$ cat config.mk
export PLATFORM = sky130hd
export DESIGN_NAME = printf_spec_parser_top
export DESIGN_NICKNAME = d
export VERILOG_FILES = /design/src/rtl/core/pfspec_pkg.sv /design/src/rtl/core/pfspec_step.sv /design/src/rtl/core/printf_spec_parser_top.sv
export SDC_FILE = /design/constraint.sdc
export NUM_CORES = 1
export LEC_CHECK = 0
export BUFFER_PORTS_ARGS = -buffer_cell sky130_fd_sc_hd__buf_2
export CAP_MARGIN = 20
export CORE_MARGIN = 2
export CORE_UTILIZATION = 47
export DETAILED_ROUTE_END_ITERATION = 8
export GPL_ROUTABILITY_DRIVEN = 1
export PLACE_DENSITY = 0.69
export SLEW_MARGIN = 20
export SYNTH_ARGS = -nofsm -noshare
export SYNTH_HDL_FRONTEND = slang
export SYNTH_SLANG_ARGS = --single-unit
$ cat constraint.sdc
create_clock -name clk -period 8.7 [get_ports clk]
set_clock_uncertainty 0.05 [all_clocks]
set_input_delay 0.87 -clock clk [delete_from_list [all_inputs] [get_ports clk]]
set_output_delay 0.87 -clock clk [all_outputs]
set_load 0.02 [all_outputs]
$ cat src/rtl/core/pfspec_pkg.sv
// ----------------------------------------------------------------------------
// pfspec_pkg
// Shared types and codes for the printf conversion specification parser:
// parse phases, accumulator record, length kinds and character codes.
// ----------------------------------------------------------------------------
package pfspec_pkg;

    // Parse phase, one-hot
    typedef enum logic [7:0] {
        PH_IDLE    = 8'b0000_0001,
        PH_FLAGS   = 8'b0000_0010,
        PH_WIDTH   = 8'b0000_0100,
        PH_WSTAR   = 8'b0000_1000,
        PH_PSTART  = 8'b0001_0000,
        PH_PDIGITS = 8'b0010_0000,
        PH_MOD     = 8'b0100_0000,
        PH_SUFFIX  = 8'b1000_0000
    } phase_t;

    // Justification codes
    localparam logic [1:0] J_LEFT  = 2'd0;
    localparam logic [1:0] J_RIGHT = 2'd1;
    localparam logic [1:0] J_ZERO  = 2'd2;

    // Sign codes
    localparam logic [1:0] S_MINUS = 2'd0;
    localparam logic [1:0] S_PLUS  = 2'd1;
    localparam logic [1:0] S_SPACE = 2'd2;

    // Length kinds
    localparam logic [3:0] L_NORMAL  = 4'd0;
    localparam logic [3:0] L_CHAR    = 4'd1;
    localparam logic [3:0] L_SHORT   = 4'd2;
    localparam logic [3:0] L_LONG    = 4'd3;
    localparam logic [3:0] L_LLONG   = 4'd4;
    localparam logic [3:0] L_WIDE    = 4'd5;
    localparam logic [3:0] L_INTMAX  = 4'd6;
    localparam logic [3:0] L_SIZE    = 4'd7;
    localparam logic [3:0] L_PTRDIFF = 4'd8;
    localparam logic [3:0] L_LDOUBLE = 4'd9;

    // Limits and defaults
    localparam logic [7:0]  BAD_CONV     = 8'hFF;
    localparam logic [30:0] S_WIDTH_MAX  = 31'd509;
    localparam logic [31:0] PREC_INT     = 32'd1;
    localparam logic [31:0] PREC_FLOAT   = 32'd6;
    localparam logic [31:0] PREC_HEX     = 32'hD;
    localparam logic [31:0] PREC_PTR     = 32'd8;

    // Character codes
    localparam logic [7:0] CH_PERCENT = 8'h25;
    localparam logic [7:0] CH_MINUS   = 8'h2D;
    localparam logic [7:0] CH_PLUS    = 8'h2B;
    localparam logic [7:0] CH_SPACE   = 8'h20;
    localparam logic [7:0] CH_HASH    = 8'h23;
    localparam logic [7:0] CH_ZERO    = 8'h30;
    localparam logic [7:0] CH_NINE    = 8'h39;
    localparam logic [7:0] CH_STAR    = 8'h2A;
    localparam logic [7:0] CH_DOT     = 8'h2E;
    localparam logic [7:0] CH_LO_H    = 8'h68;
    localparam logic [7:0] CH_LO_L    = 8'h6C;
    localparam logic [7:0] CH_UP_L    = 8'h4C;
    localparam logic [7:0] CH_LO_J    = 8'h6A;
    localparam logic [7:0] CH_LO_T    = 8'h74;
    localparam logic [7:0] CH_LO_Z    = 8'h7A;
    localparam logic [7:0] CH_LO_D    = 8'h64;
    localparam logic [7:0] CH_LO_I    = 8'h69;
    localparam logic [7:0] CH_LO_U    = 8'h75;
    localparam logic [7:0] CH_LO_O    = 8'h6F;
    localparam logic [7:0] CH_LO_X    = 8'h78;
    localparam logic [7:0] CH_UP_X    = 8'h58;
    localparam logic [7:0] CH_LO_F    = 8'h66;
    localparam logic [7:0] CH_UP_F    = 8'h46;
    localparam logic [7:0] CH_LO_A    = 8'h61;
    localparam logic [7:0] CH_UP_A    = 8'h41;
    localparam logic [7:0] CH_LO_G    = 8'h67;
    localparam logic [7:0] CH_UP_G    = 8'h47;
    localparam logic [7:0] CH_LO_E    = 8'h65;
    localparam logic [7:0] CH_UP_E    = 8'h45;
    localparam logic [7:0] CH_LO_P    = 8'h70;
    localparam logic [7:0] CH_LO_C    = 8'h63;
    localparam logic [7:0] CH_LO_S    = 8'h73;
    localparam logic [7:0] CH_LO_N    = 8'h6E;

    // Fields collected for the open specification
    typedef struct packed {
        logic [1:0]  justify;
        logic [1:0]  sign;
        logic        prec_given;
        logic        alternate;
        logic [3:0]  length;
        logic [30:0] width;
        logic [31:0] precision;
    } acc_t;

    localparam acc_t ACC_CLEAR = '{
        justify:    J_RIGHT,
        sign:       S_MINUS,
        prec_given: 1'b0,
        alternate:  1'b0,
        length:     L_NORMAL,
        width:      31'd0,
        precision:  32'd0
    };

    // One emitted record
    typedef struct packed {
        acc_t       fields;
        logic [7:0] conversion;
    } rec_t;

endpackage

$ cat src/rtl/core/pfspec_step.sv
// ----------------------------------------------------------------------------
// pfspec_step
// Next-state and record logic for one specification byte: flag decode,
// decimal accumulate with 31-bit overflow check, star handling, length
// modifiers and final validation of the conversion letter.
// ----------------------------------------------------------------------------
module pfspec_step (
    input  logic               start_req,
    input  logic [7:0]         ch,
    input  logic [31:0]        star,
    input  pfspec_pkg::phase_t phase,
    input  pfspec_pkg::acc_t   acc,
    output pfspec_pkg::phase_t phase_next,
    output pfspec_pkg::acc_t   acc_next,
    output logic               emit,
    output logic [7:0]         conversion
);

    logic        is_digit;
    logic [3:0]  digit;
    logic [30:0] dec_src;
    logic [34:0] dec_sum;
    logic        dec_ovf;
    logic [31:0] star_neg;
    logic        go_flags;
    logic        go_after;
    logic        go_len;
    logic        go_fin;
    logic        int_mod_bad;
    logic        is_fmt;

    assign is_digit = (ch >= pfspec_pkg::CH_ZERO) && (ch <= pfspec_pkg::CH_NINE);
    assign digit    = 4'(ch - pfspec_pkg::CH_ZERO);
    assign star_neg = 32'd0 - star;

    // Shift-add times ten plus digit; the source is whichever field is open
    assign dec_src = (phase == pfspec_pkg::PH_PDIGITS) ? acc.precision[30:0] : acc.width;
    assign dec_sum = ({4'd0, dec_src} << 3) + ({4'd0, dec_src} << 1) + {31'd0, digit};
    assign dec_ovf = (dec_sum[34:31] != 4'd0);

    always_comb
    begin
        phase_next = phase;
        acc_next   = acc;
        emit       = 1'b0;
        conversion = pfspec_pkg::BAD_CONV;
        go_flags   = 1'b0;
        go_after   = 1'b0;
        go_len     = 1'b0;
        go_fin     = 1'b0;
        int_mod_bad = 1'b0;
        is_fmt     = 1'b0;

        // Dispatch on start or current phase
        if (start_req)
        begin
            acc_next   = pfspec_pkg::ACC_CLEAR;
            phase_next = pfspec_pkg::PH_FLAGS;
            if (ch == pfspec_pkg::CH_PERCENT)
            begin
                emit       = 1'b1;
                conversion = pfspec_pkg::CH_PERCENT;
            end
            else
            begin
                go_flags = 1'b1;
            end
        end
        else
        begin
            unique case (phase)
                pfspec_pkg::PH_IDLE:
                begin
                end
                pfspec_pkg::PH_FLAGS:
                begin
                    go_flags = 1'b1;
                end
                pfspec_pkg::PH_WIDTH:
                begin
                    if (is_digit)
                    begin
                        if (dec_ovf)
                        begin
                            emit = 1'b1;
                        end
                        else
                        begin
                            acc_next.width = dec_sum[30:0];
                        end
                    end
                    else
                    begin
                        go_after = 1'b1;
                    end
                end
                pfspec_pkg::PH_WSTAR:
                begin
                    go_after = 1'b1;
                end
                pfspec_pkg::PH_PSTART:
                begin
                    if (ch == pfspec_pkg::CH_STAR)
                    begin
                        acc_next.precision = star;
                        if (star[31])
                        begin
                            acc_next.prec_given = 1'b0;
                        end
                        phase_next = pfspec_pkg::PH_MOD;
                    end
                    else if (is_digit)
                    begin
                        acc_next.precision = {28'd0, digit};
                        phase_next = pfspec_pkg::PH_PDIGITS;
                    end
                    else
                    begin
                        go_len = 1'b1;
                    end
                end
                pfspec_pkg::PH_PDIGITS:
                begin
                    if (is_digit)
                    begin
                        if (dec_ovf)
                        begin
                            emit = 1'b1;
                        end
                        else
                        begin
                            acc_next.precision = {1'b0, dec_sum[30:0]};
                        end
                    end
                    else
                    begin
                        go_len = 1'b1;
                    end
                end
                pfspec_pkg::PH_MOD:
                begin
                    go_len = 1'b1;
                end
                pfspec_pkg::PH_SUFFIX:
                begin
                    if (ch == pfspec_pkg::CH_LO_H && acc.length == pfspec_pkg::L_SHORT)
                    begin
                        acc_next.length = pfspec_pkg::L_CHAR;
                    end
                    else if (ch == pfspec_pkg::CH_LO_L && acc.length == pfspec_pkg::L_LONG)
                    begin
                        acc_next.length = pfspec_pkg::L_LLONG;
                    end
                    else
                    begin
                        go_fin = 1'b1;
                    end
                end
                default:
                begin
                end
            endcase
        end

        // Flags, star width or first width digit
        if (go_flags)
        begin
            priority if (ch == pfspec_pkg::CH_MINUS)
            begin
                acc_next.justify = pfspec_pkg::J_LEFT;
            end
            else if (ch == pfspec_pkg::CH_PLUS)
            begin
                acc_next.sign = pfspec_pkg::S_PLUS;
            end
            else if (ch == pfspec_pkg::CH_SPACE)
            begin
                if (acc_next.sign != pfspec_pkg::S_PLUS)
                begin
                    acc_next.sign = pfspec_pkg::S_SPACE;
                end
            end
            else if (ch == pfspec_pkg::CH_HASH)
            begin
                acc_next.alternate = 1'b1;
            end
            else if (ch == pfspec_pkg::CH_ZERO)
            begin
                if (acc_next.justify != pfspec_pkg::J_LEFT)
                begin
                    acc_next.justify = pfspec_pkg::J_ZERO;
                end
            end
            else if (ch == pfspec_pkg::CH_STAR)
            begin
                if (star == 32'h8000_0000)
                begin
                    acc_next.width = 31'd0;
                    emit = 1'b1;
                end
                else if (star[31])
                begin
                    acc_next.justify = pfspec_pkg::J_LEFT;
                    acc_next.width   = star_neg[30:0];
                    phase_next       = pfspec_pkg::PH_WSTAR;
                end
                else
                begin
                    acc_next.width = star[30:0];
                    phase_next     = pfspec_pkg::PH_WSTAR;
                end
            end
            else if (is_digit)
            begin
                acc_next.width = {27'd0, digit};
                phase_next     = pfspec_pkg::PH_WIDTH;
            end
            else
            begin
                go_after = 1'b1;
            end
        end

        // Precision dot, or fall through to the length modifier
        if (go_after)
        begin
            if (ch == pfspec_pkg::CH_DOT)
            begin
                acc_next.prec_given = 1'b1;
                phase_next = pfspec_pkg::PH_PSTART;
            end
            else
            begin
                go_len = 1'b1;
            end
        end

        // Length modifier, or fall through to the conversion letter
        if (go_len)
        begin
            phase_next = pfspec_pkg::PH_SUFFIX;
            priority if (ch == pfspec_pkg::CH_LO_H)
            begin
                acc_next.length = pfspec_pkg::L_SHORT;
            end
            else if (ch == pfspec_pkg::CH_LO_L)
            begin
                acc_next.length = pfspec_pkg::L_LONG;
            end
            else if (ch == pfspec_pkg::CH_UP_L)
            begin
                acc_next.length = pfspec_pkg::L_LDOUBLE;
            end
            else if (ch == pfspec_pkg::CH_LO_J)
            begin
                acc_next.length = pfspec_pkg::L_INTMAX;
            end
            else if (ch == pfspec_pkg::CH_LO_T)
            begin
                acc_next.length = pfspec_pkg::L_PTRDIFF;
            end
            else if (ch == pfspec_pkg::CH_LO_Z)
            begin
                acc_next.length = pfspec_pkg::L_SIZE;
            end
            else
            begin
                phase_next = phase;
                go_fin     = 1'b1;
            end
        end

        // Validate the conversion letter and apply defaults
        if (go_fin)
        begin
            emit       = 1'b1;
            conversion = ch;
            int_mod_bad = (acc_next.length == pfspec_pkg::L_SHORT)
                       || (acc_next.length == pfspec_pkg::L_INTMAX)
                       || (acc_next.length == pfspec_pkg::L_SIZE)
                       || (acc_next.length == pfspec_pkg::L_PTRDIFF)
                       || (acc_next.length == pfspec_pkg::L_LLONG);
            is_fmt = (ch == pfspec_pkg::CH_LO_G) || (ch == pfspec_pkg::CH_UP_G);
            priority if (ch == pfspec_pkg::CH_LO_D || ch == pfspec_pkg::CH_LO_I
                      || ch == pfspec_pkg::CH_LO_U || ch == pfspec_pkg::CH_LO_O
                      || ch == pfspec_pkg::CH_LO_X || ch == pfspec_pkg::CH_UP_X)
            begin
                if (acc_next.length == pfspec_pkg::L_LDOUBLE)
                begin
                    conversion = pfspec_pkg::BAD_CONV;
                end
                else if (!acc_next.prec_given)
                begin
                    acc_next.precision = pfspec_pkg::PREC_INT;
                end
                else if (acc_next.justify == pfspec_pkg::J_ZERO)
                begin
                    acc_next.justify = pfspec_pkg::J_RIGHT;
                end
            end
            else if (ch == pfspec_pkg::CH_LO_F || ch == pfspec_pkg::CH_UP_F)
            begin
                if (int_mod_bad)
                begin
                    conversion = pfspec_pkg::BAD_CONV;
                end
                else if (!acc_next.prec_given)
                begin
                    acc_next.precision = pfspec_pkg::PREC_FLOAT;
                end
            end
            else if (ch == pfspec_pkg::CH_LO_A || ch == pfspec_pkg::CH_UP_A)
            begin
                if (!acc_next.prec_given)
                begin
                    acc_next.precision = pfspec_pkg::PREC_HEX;
                end
                if (int_mod_bad || acc_next.length == pfspec_pkg::L_CHAR)
                begin
                    conversion = pfspec_pkg::BAD_CONV;
                end
            end
            else if (is_fmt || ch == pfspec_pkg::CH_LO_E || ch == pfspec_pkg::CH_UP_E)
            begin
                // g with a zero precision means one digit
                if (is_fmt && acc_next.precision == 32'd0)
                begin
                    acc_next.precision = 32'd1;
                end
                if (int_mod_bad || acc_next.length == pfspec_pkg::L_CHAR)
                begin
                    conversion = pfspec_pkg::BAD_CONV;
                end
                else if (!acc_next.prec_given)
                begin
                    acc_next.precision = pfspec_pkg::PREC_FLOAT;
                end
            end
            else if (ch == pfspec_pkg::CH_LO_P)
            begin
                // Pointer prints as alternate-form long hex
                conversion         = pfspec_pkg::CH_LO_X;
                acc_next.alternate = 1'b1;
                acc_next.length    = pfspec_pkg::L_LONG;
                acc_next.precision = pfspec_pkg::PREC_PTR;
            end
            else if (ch == pfspec_pkg::CH_LO_C)
            begin
                if (acc_next.length == pfspec_pkg::L_LONG)
                begin
                    acc_next.length = pfspec_pkg::L_WIDE;
                end
                else if (acc_next.prec_given || acc_next.length != pfspec_pkg::L_NORMAL)
                begin
                    conversion = pfspec_pkg::BAD_CONV;
                end
            end
            else if (ch == pfspec_pkg::CH_LO_S)
            begin
                if (acc_next.length == pfspec_pkg::L_LONG)
                begin
                    acc_next.length = pfspec_pkg::L_WIDE;
                end
                else if (acc_next.length != pfspec_pkg::L_NORMAL)
                begin
                    conversion = pfspec_pkg::BAD_CONV;
                end
            end
            else if (ch == pfspec_pkg::CH_LO_N)
            begin
                if (acc_next.length == pfspec_pkg::L_LDOUBLE)
                begin
                    conversion = pfspec_pkg::BAD_CONV;
                end
            end
            else
            begin
                conversion = pfspec_pkg::BAD_CONV;
            end

            // Strings have a bounded field width
            if (conversion == pfspec_pkg::CH_LO_S && acc_next.width > pfspec_pkg::S_WIDTH_MAX)
            begin
                conversion = pfspec_pkg::BAD_CONV;
            end
        end

        // A record closes the specification
        if (emit)
        begin
            phase_next = pfspec_pkg::PH_IDLE;
        end
    end

endmodule

$ cat src/rtl/core/printf_spec_parser_top.sv
// ----------------------------------------------------------------------------
// printf_spec_parser_top
// Parses printf conversion specifications one byte per item and emits one
// record per completed (or rejected) specification.
// ----------------------------------------------------------------------------
// Pipeline: the input register, then decode into the result register and the
//   parse state.
// Throughput: one byte per cycle unless out_ready stalls the result register;
//   the single decode stage with its times-ten shift-add sets the cycle.
// Reset: rst_n clears the parse phase to idle, the accumulators to defaults
//   and both valid flags; bytes are accepted once reset is released.
// ----------------------------------------------------------------------------
module printf_spec_parser_top (
    input  logic        clk,
    input  logic        rst_n,
    input  logic        in_valid,
    output logic        in_ready,
    input  logic        start_req,
    input  logic [7:0]  character,
    input  logic signed [31:0] star_value,
    output logic        out_valid,
    input  logic        out_ready,
    output logic [1:0]  justify_mode,
    output logic [1:0]  sign_mode,
    output logic        precision_given,
    output logic        alternate,
    output logic [3:0]  length_kind,
    output logic [7:0]  conversion,
    output logic [30:0] width,
    output logic signed [31:0] precision_value
);

    logic               s1_valid_reg;
    logic               s1_start_reg;
    logic [7:0]         s1_char_reg;
    logic [31:0]        s1_star_reg;
    pfspec_pkg::phase_t phase_reg;
    pfspec_pkg::phase_t phase_next;
    pfspec_pkg::acc_t   acc_reg;
    pfspec_pkg::acc_t   acc_next;
    pfspec_pkg::rec_t   rec_reg;
    logic               out_valid_reg;
    logic               out_valid_next;
    logic               step_emit;
    logic [7:0]         step_conv;
    logic               s2_take;
    logic               in_take;

    // Advance stage one when the result register is free or draining
    assign s2_take  = s1_valid_reg && (!out_valid_reg || out_ready);
    assign in_ready = !s1_valid_reg || s2_take;
    assign in_take  = in_valid && in_ready;

    // Hold the input item
    always_ff @(posedge clk or negedge rst_n)
    begin
        if (!rst_n)
        begin
            s1_valid_reg <= 1'b0;
        end
        else if (in_ready)
        begin
            s1_valid_reg <= in_valid;
        end
    end

    always_ff @(posedge clk)
    begin
        if (in_take)
        begin
            s1_start_reg <= start_req;
            s1_char_reg  <= character;
            s1_star_reg  <= star_value;
        end
    end

    pfspec_step u_step (
        .start_req  (s1_start_reg),
        .ch         (s1_char_reg),
        .star       (s1_star_reg),
        .phase      (phase_reg),
        .acc        (acc_reg),
        .phase_next (phase_next),
        .acc_next   (acc_next),
        .emit       (step_emit),
        .conversion (step_conv)
    );

    // Advance the parse state
    always_ff @(posedge clk or negedge rst_n)
    begin
        if (!rst_n)
        begin
            phase_reg <= pfspec_pkg::PH_IDLE;
            acc_reg   <= pfspec_pkg::ACC_CLEAR;
        end
        else if (s2_take)
        begin
            phase_reg <= phase_next;
            acc_reg   <= acc_next;
        end
    end

    // Result register
    assign out_valid_next = (out_valid_reg && !out_ready) || (s2_take && step_emit);

    always_ff @(posedge clk or negedge rst_n)
    begin
        if (!rst_n)
        begin
            out_valid_reg <= 1'b0;
        end
        else
        begin
            out_valid_reg <= out_valid_next;
        end
    end

    always_ff @(posedge clk)
    begin
        if (s2_take && step_emit)
        begin
            rec_reg.fields     <= acc_next;
            rec_reg.conversion <= step_conv;
        end
    end

    // Drive the result ports
    assign out_valid       = out_valid_reg;
    assign justify_mode    = rec_reg.fields.justify;
    assign sign_mode       = rec_reg.fields.sign;
    assign precision_given = rec_reg.fields.prec_given;
    assign alternate       = rec_reg.fields.alternate;
    assign length_kind     = rec_reg.fields.length;
    assign conversion      = rec_reg.conversion;
    assign width           = rec_reg.fields.width;
    assign precision_value = rec_reg.fields.precision;

`ifndef SYNTHESIS
    // A stalled result must also stall the held input item
    a_no_overrun: assert property (@(posedge clk) disable iff (!rst_n)
        (out_valid_reg && !out_ready && s1_valid_reg) |-> !in_ready)
        else $error("input stage advanced into a stalled result");

    // Every emitted record closes the specification
    a_emit_idle: assert property (@(posedge clk) disable iff (!rst_n)
        (s2_take && step_emit) |=> (phase_reg == pfspec_pkg::PH_IDLE))
        else $error("parse phase not idle after a record");

    // An accepted string conversion respects the width bound
    a_s_width: assert property (@(posedge clk) disable iff (!rst_n)
        (out_valid_reg && rec_reg.conversion == pfspec_pkg::CH_LO_S)
            |-> (rec_reg.fields.width <= pfspec_pkg::S_WIDTH_MAX))
        else $error("string record with oversized width");

    // Justification never takes the unused code
    a_justify: assert property (@(posedge clk) disable iff (!rst_n)
        out_valid_reg |-> (rec_reg.fields.justify != 2'd3))
        else $error("invalid justification code");
`endif

endmodule
==> out/metrics.yaml <==
unrepaired_setup_endpoints_after_global_routing: "false"
first_pass_iters: 6
tritoncts: "done"
cts_made_buffers: 22
timing_worst_setup_path_type: "reg2reg"
report.final.setup_viol: 0
critPathRequiredTime_ps: 8900
worst-slew-pin-transition_ps: 913.6
async_flop_share: 0.4049
route.detailed.vias_per_inst: 6.540
overflow: 0
routabilityCongestion: 1.078
clock_insertion_delay_at_the_later_pin_of_the_skew_report_ps: 540
status: "complete, no violations"
synth-edff-count: 122
instances_no_fill: 2120
tns_ps: 0
path_type_of_the_worst_min_delay_path: "in2async"
finish.net_count: 1817
power_density_nw_per_um2: 159.2
period_share: 0.8711
yosys_warnings: 0
floorplan.die.width_um: 179.2
antenna_found_initial: 0
all_layer_gr_usage: 0.3242
largest_register_ff_count: 73
placed_cells_incl_taps: 2080
cts-root-to-sink-buffers: 3
hold_violations: 0
design.portCount: 128
pre_cts_slack_ps: 1364
final_core_occ: 0.5283
synthCells: 1630
post-route-worst-setup-slack_ps: 1121
start_util: 0.4741
ys.flop_type: "edfxtp_1"
timing.critical_path.fanout_max: 36
layout_commonest_cell: "nand2_1"
timing.hold.ws_ps: 234.2
vias_after_detailed_routing: 13864
post_cts_hold_buffer_count: 0
cp.arrival_ps: 7780
achievable-frequency_mhz: 132.0
post_route_cells_drive_above_1_share: 0.1433
drc_errors: 0
synth_nets: 1739
worst_setup_ep_type: "flop"
avgRoutedWirePerCell_um: 24.73
ys_seq_elements: 205
final_cell_mix: "325 x nand2_1, 128 x nor2_1, 126 x buf_2, 122 x edfxtp_1, 83 x o21ai_0"
cap_violations: 0
grt_pass1_wl_um: 77920
area_growth_syn_to_layout_pct: 11.43
synthesis.area_per_instance_um2: 8.851
post_synth_instance_area_um2: 14430
critical_path.startpoint_type: "flop"
worst_setup_hold_path_clk_slew_ps: 70
num_rows: 64
fillCellCount: 2831
cellLeakagePower_uw: 0.006627
starting_drt_drc_count: 2159
floorplan.die_area_um2: 32110
floorplan.core_area_um2: 30430
die_height_um: 179.2
synth-seq-area-share: 0.3981
final_period_minus_worst_setup_slack_ps: 7579
cts_max_level: 1
antenna_left: 0
library_cells_used_by_synthesis: 101
synth_top_area_frac: 0.2539
number_of_global_route_vias_before_repair: 12576
synth.top_cells.by_area: "edfxtp_1 25%, dfrtp_1 14%, nand2_1 8.5%"
worst_slew_margin_rel: 0.3889
routed_wl_um: 52430
antenna-diode-count: 0
vdd.ir_drop.worst_uv: 151.5
grt_max_degree: 66
portBuffers: 127
synth_largest_area_cell: "edfxtp_1"
postCtsSetupBuffers: 0
timing.final.max_slew_violations: 0
root_buffer: "clkbuf_16"
place.detailed.hpwl_um: 39970
cts_resized: 0
clock_net_sink_count: 205
[logic make-up after synthesis]
group,count (synthesis),synth area share
flops,205,0.3981
compound gates,444,0.2153
xor+xnor,57,0.03460
mux,40,0.02923
simple gates,686,0.2258
fa+ha+maj,66,0.05793
buf+inv,132,0.03903
[cells in the mapped netlist, types with 8 or more instances]
cell type	number
o211ai_1	12
inv_1	35
mux2i_1	28
a221oi_1	11
nor3_1	26
and4_1	9
nand4_1	27
nand2b_1	26
a211oi_1	18
ha_1	62
clkbuf_1	62
nor2_1	130
and3_1	10
o22a_1	16
xor2_1	33
mux2_2	10
buf_2	18
nand2_1	326
nand3_1	33
o21ai_0	83
buf_4	8
a22oi_1	26
o31ai_1	39
nor2b_1	8
or3_1	8
and2_1	16
a31oi_1	11
o22ai_1	22
a21oi_1	82
dfrtp_1	81
o21a_1	9
nor4_1	17
xnor2_1	24
a21o_1	9
edfxtp_1	122
[report_power, final]
part | internal (uW) | switching (uW)
Clock | 553 | 411
Sequential | 1100 | 62.9
Combinational | 129 | 299
[path summary, 6_finish.rpt]
| path | startpoint | to | slack, ps | cells after the start |
|---|---|---|---|---|
| max in group asynchronous | rst_n | acc_reg[13]$_DFFE_PN0P_ | 7240 | 2 |
| hold reg to reg | acc_reg[68]$_DFFE_PN0P_ | acc_reg[68]$_DFFE_PN0P_ | 440 | 2 |
| hold / removal | rst_n | acc_reg[65]$_DFFE_PN0P_ | 230 | 1 |
| setup reg to reg | phase_reg[2]$_DFFE_PN0P_ | precision_value[14]$_DFFE_PP_ | 1120 | 22 |
| setup / recovery | phase_reg[2]$_DFFE_PN0P_ | precision_value[14]$_DFFE_PP_ | 1120 | 22 |
| min in group clk | acc_reg[68]$_DFFE_PN0P_ | acc_reg[68]$_DFFE_PN0P_ | 440 | 2 |
[per-layer routing]
metal  share of wire  vias to the layer above  GRT usage
li1                -                     6217          -
met1            0.42                     6574     0.4753
met2            0.40                      913     0.4474
met3            0.13                      160    0.07634
met4           0.054                        0     0.1509
met5               0                        -          0
[final cells by class]
| cell class | instances | area (um2) | share of cell area |
|---|---|---|---|
| multi-input combinational | 1293 | 8150 | 0.5070 |
| sequential | 205 | 5743 | 0.3572 |
| timing repair buffer | 151 | 818.3 | 0.05090 |
| clock buffer | 27 | 599.3 | 0.03728 |
| tap | 396 | 495.5 | 0.03082 |
| clock inverter | 13 | 138.9 | 0.008639 |
| inverter | 35 | 131.4 | 0.008172 |
[critical path, cell delays in order (launching register included)]
cell	delay [ps]
dfrtp_1	470
nor4_4	320
nand2_1	160
nor2_2	110
buf_4	390
nand2_1	100
nand2_1	170
ha_1	260
ha_1	540
nand2_1	170
nor4_1	640
nand3_1	140
a211o_1	260
o211ai_1	210
o211a_1	710
a21oi_4	280
a221oi_1	610
nand4_1	170
nor3_1	200
and4_1	270
a22o_2	610
buf_4	330
nor2_1	70
[through the flow]
stage | total power (uW) | cell area [um2]
floorplan | 1449 | 14430
global placement | 1598 | 15340
detailed placement | 1602 | 15340
CTS | 2561 | 16080
global route | 2652 | 16080
finish | 2559 | 16080
No activity file was read; power rests on OpenSTA's default activity.
